File: config.mk
export PLATFORM = sky130hd
export DESIGN_NAME = mcu_host_mailbox_bus_bridge_top
export DESIGN_NICKNAME = d
export VERILOG_FILES = /design/src/hdl/mhb_pkg.sv /design/src/hdl/mhb_core.sv /design/src/hdl/mcu_host_mailbox_bus_bridge_top.sv
export VERILOG_INCLUDE_DIRS = /design/src /design/src/hdl
export SDC_FILE = /design/constraint.sdc
export NUM_CORES = 1
export LEC_CHECK = 0
export BUFFER_PORTS_ARGS = -buffer_cell sky130_fd_sc_hd__buf_2
export CAP_MARGIN = 20
export CORE_UTILIZATION = 43
export CTS_BUF_LIST = sky130_fd_sc_hd__clkbuf_8 sky130_fd_sc_hd__clkbuf_16
export CTS_CLUSTER_DIAMETER = 100
export DETAILED_ROUTE_END_ITERATION = 8
export PLACE_DENSITY = 0.66
export SLEW_MARGIN = 20
export SYNTH_ARGS = -nofsm -noshare
export SYNTH_HDL_FRONTEND = slang
export SYNTH_HIERARCHICAL = 1
export SYNTH_SLANG_ARGS = --single-unit
File: constraint.sdc
create_clock -name clk_i -period 3 [get_ports clk_i]
set_input_delay 0.9 -clock clk_i [delete_from_list [all_inputs] [get_ports clk_i]]
set_output_delay 0.9 -clock clk_i [all_outputs]
set_load 0.005 [all_outputs]
File: src/hdl/mcu_host_mailbox_bus_bridge_top_assert.svh
// Assertion macros for the bridge RTL, used by mhb_core.
`ifndef MCU_HOST_MAILBOX_BUS_BRIDGE_TOP_ASSERT_SVH
`define MCU_HOST_MAILBOX_BUS_BRIDGE_TOP_ASSERT_SVH

// Clocked assertion, disabled while reset is active.
`define MHB_ASSERT(label, prop, msg) \
  label: assert property (@(posedge clk_i) disable iff (!rst_ni) (prop)) \
    else $error(msg);

// Same, checking the consequent in the cycle after the antecedent.
`define MHB_ASSERT_NEXT(label, ante, cons, msg) \
  label: assert property (@(posedge clk_i) disable iff (!rst_ni) (ante) |=> (cons)) \
    else $error(msg);

`endif

File: src/hdl/mhb_pkg.sv
`timescale 1ns / 1ps
`default_nettype none

package mhb_pkg;

  typedef enum logic [2:0] {
    REQ_HOST_RD   = 3'd0,
    REQ_HOST_WR   = 3'd1,
    REQ_HOST_STAT = 3'd2,
    REQ_PA_RD     = 3'd3,
    REQ_PA_WR     = 3'd4,
    REQ_PB_WR     = 3'd5,
    REQ_PC_RD     = 3'd6,
    REQ_MEM_RET   = 3'd7
  } req_e;

  // Port B strobe bit positions, active low
  localparam int unsigned PB_TAKE_HOST = 1;
  localparam int unsigned PB_GIVE_HOST = 2;
  localparam int unsigned PB_MEM_WR    = 4;
  localparam int unsigned PB_MEM_RD    = 5;
  localparam int unsigned PB_ADDR_LO   = 6;
  localparam int unsigned PB_ADDR_HI   = 7;

  typedef struct packed {
    logic [7:0]  read_data;
    logic        mem_write;
    logic [15:0] write_address;
    logic [7:0]  write_data;
    logic        mem_read;
    logic [15:0] read_address;
    logic        irq_pulse;
    logic        irq_line;
  } res_t;

endpackage

`default_nettype wire

File: src/hdl/mhb_core.sv
`timescale 1ns / 1ps
`default_nettype none

`include "mcu_host_mailbox_bus_bridge_top_assert.svh"

module mhb_core import mhb_pkg::*; (
  input  wire logic       clk_i,
  input  wire logic       rst_ni,
  input  wire logic       fire_i,
  input  wire req_e       req_type_i,
  input  wire logic [7:0] data_i,
  output res_t            res_o
);

  logic [7:0]  h2m_q, h2m_d;
  logic [7:0]  m2h_q, m2h_d;
  logic        ready_q, ready_d;
  logic        accept_q, accept_d;
  logic [7:0]  pin_q, pin_d;
  logic [7:0]  pout_q, pout_d;
  logic [15:0] addr_q, addr_d;

  always_ff @(posedge clk_i or negedge rst_ni) begin
    if (!rst_ni) begin
      h2m_q    <= 8'h00;
      m2h_q    <= 8'h00;
      ready_q  <= 1'b0;
      accept_q <= 1'b1;
      pin_q    <= 8'h00;
      pout_q   <= 8'h00;
      addr_q   <= 16'h0000;
    end else if (fire_i) begin
      h2m_q    <= h2m_d;
      m2h_q    <= m2h_d;
      ready_q  <= ready_d;
      accept_q <= accept_d;
      pin_q    <= pin_d;
      pout_q   <= pout_d;
      addr_q   <= addr_d;
    end
  end

  always_comb begin
    h2m_d    = h2m_q;
    m2h_d    = m2h_q;
    ready_d  = ready_q;
    accept_d = accept_q;
    pin_d    = pin_q;
    pout_d   = pout_q;
    addr_d   = addr_q;
    res_o    = '0;

    unique case (req_type_i)
      REQ_HOST_RD: begin
        accept_d        = 1'b1;
        res_o.read_data = m2h_q;
      end
      REQ_HOST_WR: begin
        res_o.irq_pulse = !ready_q;
        ready_d         = 1'b1;
        h2m_d           = data_i;
      end
      REQ_HOST_STAT: res_o.read_data = ~{6'b0, accept_q, ready_q};
      REQ_PA_RD:     res_o.read_data = pin_q;
      REQ_PA_WR:     pout_d = data_i;
      REQ_PB_WR: begin
        if (!data_i[PB_TAKE_HOST]) begin
          ready_d = 1'b0;
          pin_d   = h2m_q;
        end
        if (!data_i[PB_GIVE_HOST]) begin
          accept_d = 1'b0;
          m2h_d    = pout_q;
        end
        // write first, then bump only the low byte
        if (!data_i[PB_MEM_WR]) begin
          res_o.mem_write     = 1'b1;
          res_o.write_address = addr_q;
          res_o.write_data    = pout_q;
          addr_d[7:0]         = addr_q[7:0] + 8'd1;
        end
        // read sees the post-increment address
        if (!data_i[PB_MEM_RD]) begin
          res_o.mem_read     = 1'b1;
          res_o.read_address = addr_d;
        end
        if (!data_i[PB_ADDR_LO]) addr_d[7:0]  = pout_q;
        if (!data_i[PB_ADDR_HI]) addr_d[15:8] = pout_q;
      end
      REQ_PC_RD:     res_o.read_data = {6'b0, accept_q, ready_q};
      REQ_MEM_RET:   pin_d = data_i;
    endcase

    res_o.irq_line = !ready_d;
  end

  `MHB_ASSERT(a_pulse_needs_clear, !res_o.irq_pulse || (!ready_q && req_type_i == REQ_HOST_WR),
              "irq pulse without a host write to a clear flag")
  `MHB_ASSERT_NEXT(a_host_wr_sets_ready, fire_i && req_type_i == REQ_HOST_WR, ready_q,
                   "host write did not set ready flag")
  `MHB_ASSERT_NEXT(a_wr_bumps_low,
                   fire_i && res_o.mem_write && data_i[PB_ADDR_LO] && data_i[PB_ADDR_HI],
                   addr_q[7:0] == $past(addr_q[7:0]) + 8'd1 &&
                   addr_q[15:8] == $past(addr_q[15:8]),
                   "memory write did not bump low address byte")

endmodule

`default_nettype wire

File: src/hdl/mcu_host_mailbox_bus_bridge_top.sv
// Host / microcontroller mailbox and bus-master bridge.
// Request channel: in_valid_i / in_ready_o with req_type_i and data_i. One
// request is one access from the host or the controller (host data read or
// write, status read, port A/B/C access, or returned memory read data).
// Response channel: out_valid_o / out_ready_i; every request yields exactly
// one response carrying read data, any issued bus write or read, the irq
// pulse and the current controller irq level.
// Path: an accepted request waits in the request register and is processed
// into the response register, from which out_valid_o offers its response.
// Throughput: one request per cycle while out_ready_i stays high. The limit is the single
// update of the mailbox state per cycle.
// Stall: while the response register is full and out_ready_i is low, the
// request register holds one more request; after that in_ready_o drops.
// Nothing is lost or reordered.
// Reset (rst_ni low, async): both pipeline registers empty, latches and
// address cleared, host accept flag set and host ready flag clear, so the
// first response shows irq_line high unless it is a host data write.
`timescale 1ns / 1ps
`default_nettype none

module mcu_host_mailbox_bus_bridge_top import mhb_pkg::*; (
  input  wire logic        clk_i,
  input  wire logic        rst_ni,
  input  wire logic        in_valid_i,
  output logic             in_ready_o,
  input  wire logic [2:0]  req_type_i,
  input  wire logic [7:0]  data_i,
  output logic             out_valid_o,
  input  wire logic        out_ready_i,
  output logic [7:0]       read_data_o,
  output logic             mem_write_o,
  output logic [15:0]      write_address_o,
  output logic [7:0]       write_data_o,
  output logic             mem_read_o,
  output logic [15:0]      read_address_o,
  output logic             irq_pulse_o,
  output logic             irq_line_o
);

  // request register
  logic       in_valid_q;
  req_e       type_q;
  logic [7:0] data_q;

  // response register
  logic out_valid_q;
  res_t res_q;
  res_t res;

  logic fire;  // request in the request register is processed this cycle

  assign fire       = in_valid_q && (!out_valid_q || out_ready_i);
  assign in_ready_o = !in_valid_q || fire;

  always_ff @(posedge clk_i or negedge rst_ni) begin
    if (!rst_ni) begin
      in_valid_q  <= 1'b0;
      out_valid_q <= 1'b0;
      type_q      <= REQ_HOST_RD;
      data_q      <= 8'h00;
    end else begin
      if (in_ready_o) in_valid_q <= in_valid_i;
      if (in_ready_o && in_valid_i) begin
        type_q <= req_e'(req_type_i);
        data_q <= data_i;
      end
      if (fire) begin
        out_valid_q <= 1'b1;
      end else if (out_ready_i) begin
        out_valid_q <= 1'b0;
      end
    end
  end

  always_ff @(posedge clk_i) begin
    if (fire) res_q <= res;
  end

  mhb_core u_core (
    .clk_i      (clk_i),
    .rst_ni     (rst_ni),
    .fire_i     (fire),
    .req_type_i (type_q),
    .data_i     (data_q),
    .res_o      (res)
  );

  assign out_valid_o     = out_valid_q;
  assign read_data_o     = res_q.read_data;
  assign mem_write_o     = res_q.mem_write;
  assign write_address_o = res_q.write_address;
  assign write_data_o    = res_q.write_data;
  assign mem_read_o      = res_q.mem_read;
  assign read_address_o  = res_q.read_address;
  assign irq_pulse_o     = res_q.irq_pulse;
  assign irq_line_o      = res_q.irq_line;

endmodule

`default_nettype wire
* Word level (Yosys, flattened, before mapping)
Cells that the tools add are included.
** Cells by class
- $add $sub $neg :: 1
- Equality and inequality tests :: 9
- Multiplexer cells :: 13
- Bitwise operators :: 4
- Reductions and logical operators :: 21
** Operators with widths (count)
- 8-bit one-hot mux with 4 select lines :: 1
- 25-bit two-way mux :: 1
- 8-bit two-way mux :: 3
- 17-bit two-way mux :: 1
- 8-bit one-hot mux with 2 select lines :: 1
- 3-bit equality test, second input constant :: 4
- 3-bit AND reduction :: 4
- 8-bit by 1-bit adder with 8-bit output, second input constant :: 1
- 2-bit NOT with 8-bit output :: 1
- 3-bit by 2-bit equality test with 1-bit output, second input constant :: 2
- 2-bit AND reduction :: 3
- 2-bit nonzero test :: 3
- 1-bit zero test :: 4
- 1-bit two-way mux :: 4
- 2-bit inequality test, second input constant :: 2
- 1-bit one-hot mux with 2 select lines :: 2
- 2-bit OR reduction :: 2
- 3-bit by 1-bit equality test with 1-bit output, second input constant :: 1
- 3-bit zero test :: 1
- 1-bit NOT :: 3
- 1-bit logical AND :: 2
- 1-bit logical OR :: 2
** Storage, ports and cells
- Bits in registers :: 115
- Bits of input ports :: 15
- Output and inout port bits :: 54
- Logic and storage cells :: 68

* Longest topological paths before layout
- Depth after elaboration :: 5
- Depth in mapped cells :: 8
- Gate-level depth less buffers :: 6

* Modules after synthesis
Netlist, hierarchy kept.
** By module, submodules not included
- mhb_core :: times used 1, cells an instance 277, area each 2743.9 µm², sequential area each 1252.5 µm²
- mcu_host_mailbox_bus_bridge_top :: times used 1, cells an instance 121, area each 2301.0 µm², sequential area each 1886.8 µm²

* Worst setup path before layout
OpenSTA, ideal clock, no wires.
- Path kind :: input-to-reg
- From :: input port out_ready_i
- To :: register u_core.addr_q[10]
- Library setup time :: 0.125 ns
- Arrival :: 3.476 ns
- Data required time :: 2.875 ns
- Setup slack :: -0.600 ns
- Stages :: 5
- Buffers on the path :: 0
- Path through :: nand2b_1 and2_1 nand2_1 nor3_2 mux2_2
** Between the ends
- Word-level cells in the longest chain between the ends :: 3
** RTL lines
- start, declared :: RTL line mcu_host_mailbox_bus_bridge_top.sv:29 : input wire logic out_ready_i,
- 1-bit logical OR :: RTL line mcu_host_mailbox_bus_bridge_top.sv:52 : assign fire = in_valid_q && (!out_valid_q || out_ready_i);
- 1-bit logical AND :: RTL line mcu_host_mailbox_bus_bridge_top.sv:52
- via fire :: RTL line mcu_host_mailbox_bus_bridge_top.sv:50 : logic fire;
- 3-bit AND reduction (no source line)
- end signal, assigned :: RTL line mhb_core.sv:39 : addr_q <= addr_d;
- end, declared :: RTL line mhb_core.sv:21 : logic [15:0] addr_q, addr_d;
The timed path passes the listed nets, and every way through them passes these cells.
A chain may end at the register's enable or synchronous reset.

* Final worst setup path
- From :: input port out_ready_i
- To :: output port in_ready_o
** Between the ends
- Word-level cells in the longest chain between the ends :: 3
** RTL lines
- 1-bit logical OR :: RTL line mcu_host_mailbox_bus_bridge_top.sv:52
- 1-bit logical AND :: RTL line mcu_host_mailbox_bus_bridge_top.sv:52
- 1-bit logical OR :: RTL line mcu_host_mailbox_bus_bridge_top.sv:53 : assign in_ready_o = !in_valid_q || fire;
- end, declared :: RTL line mcu_host_mailbox_bus_bridge_top.sv:25 : output logic in_ready_o,
No other way between the ends.

==> flow_metrics.py <==
metrics = {
    "status": {
        "outcome": "complete, no violations",
    },
    "timing": {
        "rsz0062_at_grt": "false",
        "finalSetupTns_ns": 0,
        "fmax_ghz": 0.384,
        "setup_viol": 0,
        "fin_worst_skew_ns": 0.00616,
        "tightest_slew_ns": 0.699,
        "relSlewSlack_pct": 53.4,
        "drv_slew": 0,
        "fin_crit_sh_pct": 86.7,
        "hold_viol_final": 0,
        "layout_min_cycle_time_ns": 2.60,
    },
    "final_layout": {
        "finalNetCount": 490,
        "drive_gt1_share_pct": 32.5,
        "antenna_cells": 0,
        "regArea_mm2": 0.00314,
        "final_util_pct": 53.6,
        "multi_input_area_mm2": 0.00178,
        "stdcell_count": 629,
        "syn_to_final_growth_pct": 21.4,
        "n_fill_cell": 1007,
    },
    "clock_tree": {
        "cts_buffers": 17,
        "cts_tree": "done",
        "clockBufferDepth": 2,
        "post-cts-setup-buffers": 0,
        "clkTransAtPathRegs_ns": 0.05,
        "clock-sinks": 115,
        "h-tree-depth": 4,
        "clk-insertion-delay-late_ns": 0.40,
        "hold_buffers": 0,
        "root_buffer": "clkbuf_16",
        "ctsResizeCount": 0,
    },
    "yosys": {
        "synth.top_cells.by_area": "edfxtp_1 (31%), dfrtp_1 (31%), mux2_2 (7.1%)",
        "synth.avg_cell_area_um2": 12.7,
        "synthArstFlopShare_pct": 54.8,
        "synth_edf_count": 52,
        "synth-simple-area-share_pct": 17.0,
        "synth_cell_types": 43,
        "muxShareOfSynthArea_pct": 8.93,
        "synth_adder_area_share_pct": 0.496,
        "yosys_register_bits": 115,
        "synth-seq-area-share_pct": 62.2,
        "synth_compound_area_share_pct": 7.27,
        "syn_inst": 398,
        "syn_nets": 415,
        "synth.top_cell.area_share_pct": 31.0,
        "synth_top_family_by_area": "simple AND/OR/NAND/NOR gates",
        "synth-xor-area-share_pct": 1.39,
        "synth_area_mm2": 0.00504,
        "synth_flop_cell": "dfrtp_1",
        "synth_top_area_cell": "edfxtp_1",
        "ys.warnings.count": 6,
    },
    "floorplanning": {
        "ioPinCount": 69,
        "start_util_pct": 44.2,
        "die_y_um": 110,
        "row_count": 39,
        "coreArea_mm2": 0.0114,
        "die_area_mm2": 0.0122,
        "die_w_um": 110,
    },
    "setup_path": {
        "path_max_fanout": 13,
        "r2r_setup_slack_ns": 1.01,
        "path_cells": "buf_2, and3b_4, inv_1, buf_2",
        "reg2reg_depth": 7,
        "path_common_cell": "buf_2",
        "crit_type": "input pin to output pin",
        "crit_slowest_cell": "and3b_4",
        "r2r-end": "u_core/addr_q[2]",
        "r2r-start": "out_valid_o",
        "crit_buf_inv": 3,
        "cp-startpoint": "out_ready_i",
        "critPathTopFamily": "simple AND/OR/NAND/NOR gates",
        "cp_num_cells": 4,
        "slowest_delay_ns": 0.45,
        "critical_path_arrival_ns": 1.70,
        "cp-start-kind": "input pin",
        "required_ns": 2.10,
        "endpoint_kind": "output pin",
        "cp-endpoint": "in_ready_o",
    },
    "pwr": {
        "p_per_area_mw_per_mm2": 836,
        "ir_worst_vdd_mv": 0.388,
        "p_leak_nw": 2.66,
    },
    "global_route": {
        "antenna_found_initial": 0,
        "overflow": 0,
        "grt_max_degree": 64,
        "grt_pass1_vias": 3126,
        "grt_pass1_wl_um": 16200,
        "grt_usage_pct": 18.3,
    },
    "route": {
        "routed.top_layer": "met4",
        "wl_per_cell_um": 15.8,
        "wirelength_um": 9920,
        "vias": 3286,
        "wl_met1_um": 4520,
        "met2_length_um": 4710,
        "drt-initial-drc-count": 161,
        "detail-route-antenna-nets": 0,
        "viasPerCell": 5.22,
        "post-route-drc-count": 0,
        "drtPass1Iterations": 5,
        "met3_length_um": 559,
    },
    "min_path": {
        "hp-class": "input pin to async pin",
    },
    "place": {
        "place.gp.congestion": 0.788,
        "port_buffers": 68,
        "dp_cells": 597,
        "hpwl_um": 6410,
    },
    "flow_run": {
        "maxCapViolCount": 0,
    },
}
## cell usage after synthesis (3+ instances only)
master and number:
a21oi_1 25, and2_1 36, and4_1 3, and4b_1 3
buf_2 10, clkbuf_1 8, dfrtp_1 62, edfxtp_1 52
inv_1 3, mux2_2 32, mux2i_1 9, nand2_1 17
nand2b_1 16, nand3_1 4, nand4b_1 11, nor2_1 43
o211ai_2 9, o21ai_0 8, o22ai_1 7, xnor2_1 8
## kinds of logic (layout without fill, tap and decap cells)
logic type / after synthesis / after routing
and+or+nand+nor: 150 / 150
DFF: 115 / 115
AOI/OAI and AO/OA: 55 / 55
muxes: 41 / 41
buffers and inverters: 27 / 115
xor gates and xnor gates: 8 / 8
adders and majority gates: 2 / 2
## power by group
| part | switching (mW) | internal [mW] |
|---|---|---|
| clock network | 0.646 | 1.25 |
| logic | 0.403 | 0.435 |
| registers | 0.329 | 2.06 |
| total | 1.38 | 3.74 |
## routing by layer
| layer | vias to the layer above | global-route usage, % |
|---|---|---|
| met3 | 14 | 5.29 |
| met4 | 0 | 5.92 |
| met1 | 1593 | 24.6 |
| met2 | 108 | 28.4 |
| li1 | 1571 | - |
| met5 | - | 0 |
## cells in the final DEF (no fill, tap or decap), types with 9 or more instances in the layout
cell type,count
a21oi_1,25
and2_1,35
buf_2,68
buf_4,10
clkbuf_16,20
dfrtp_1,62
edfxtp_1,52
inv_1,9
mux2_2,32
mux2i_1,9
nand2_1,17
nand2b_1,16
nand4b_1,11
nor2_1,42
o211ai_2,9
## cell type report
type,count,area share (%)
Multi-Input combinational cell,256,29.0
Inverter,4,0.245
Clock inverter,9,0.613
Clock buffer,23,8.85
Sequential cell,115,51.3
Timing Repair Buffer,79,7.11
Tap cell,143,2.92
## through the flow
step	hold WS [ns]	setup WS [ns]	area [um^2]	total power [mW]
finish	0.497	0.399	6120	5.12
CTS	0.508	0.394	6120	5.17
global placement	0.490	0.410	5540	3.22
floorplan	0.478	0.0755	5050	2.91
detailed placement	0.494	0.395	5540	3.25
global route	0.505	0.318	6120	5.40
## worst min path at each step
| stage | start | to | slack (ns) | cells after the start |
|---|---|---|---|---|
| floorplan | u_core/accept_q | u_core/accept_q | 0.48 | 2 |
| global placement | u_core/h2m_q[3] | u_core/h2m_q[3] | 0.49 | 1 |
| detailed placement | u_core/accept_q | u_core/accept_q | 0.49 | 2 |
| CTS | rst_ni | u_core/m2h_q[0] | 0.51 | 2 |
| global route | rst_ni | u_core/pin_q[2] | 0.51 | 2 |
| finish | rst_ni | u_core/pin_q[2] | 0.50 | 2 |
Power figures use the tool's default switching activity.
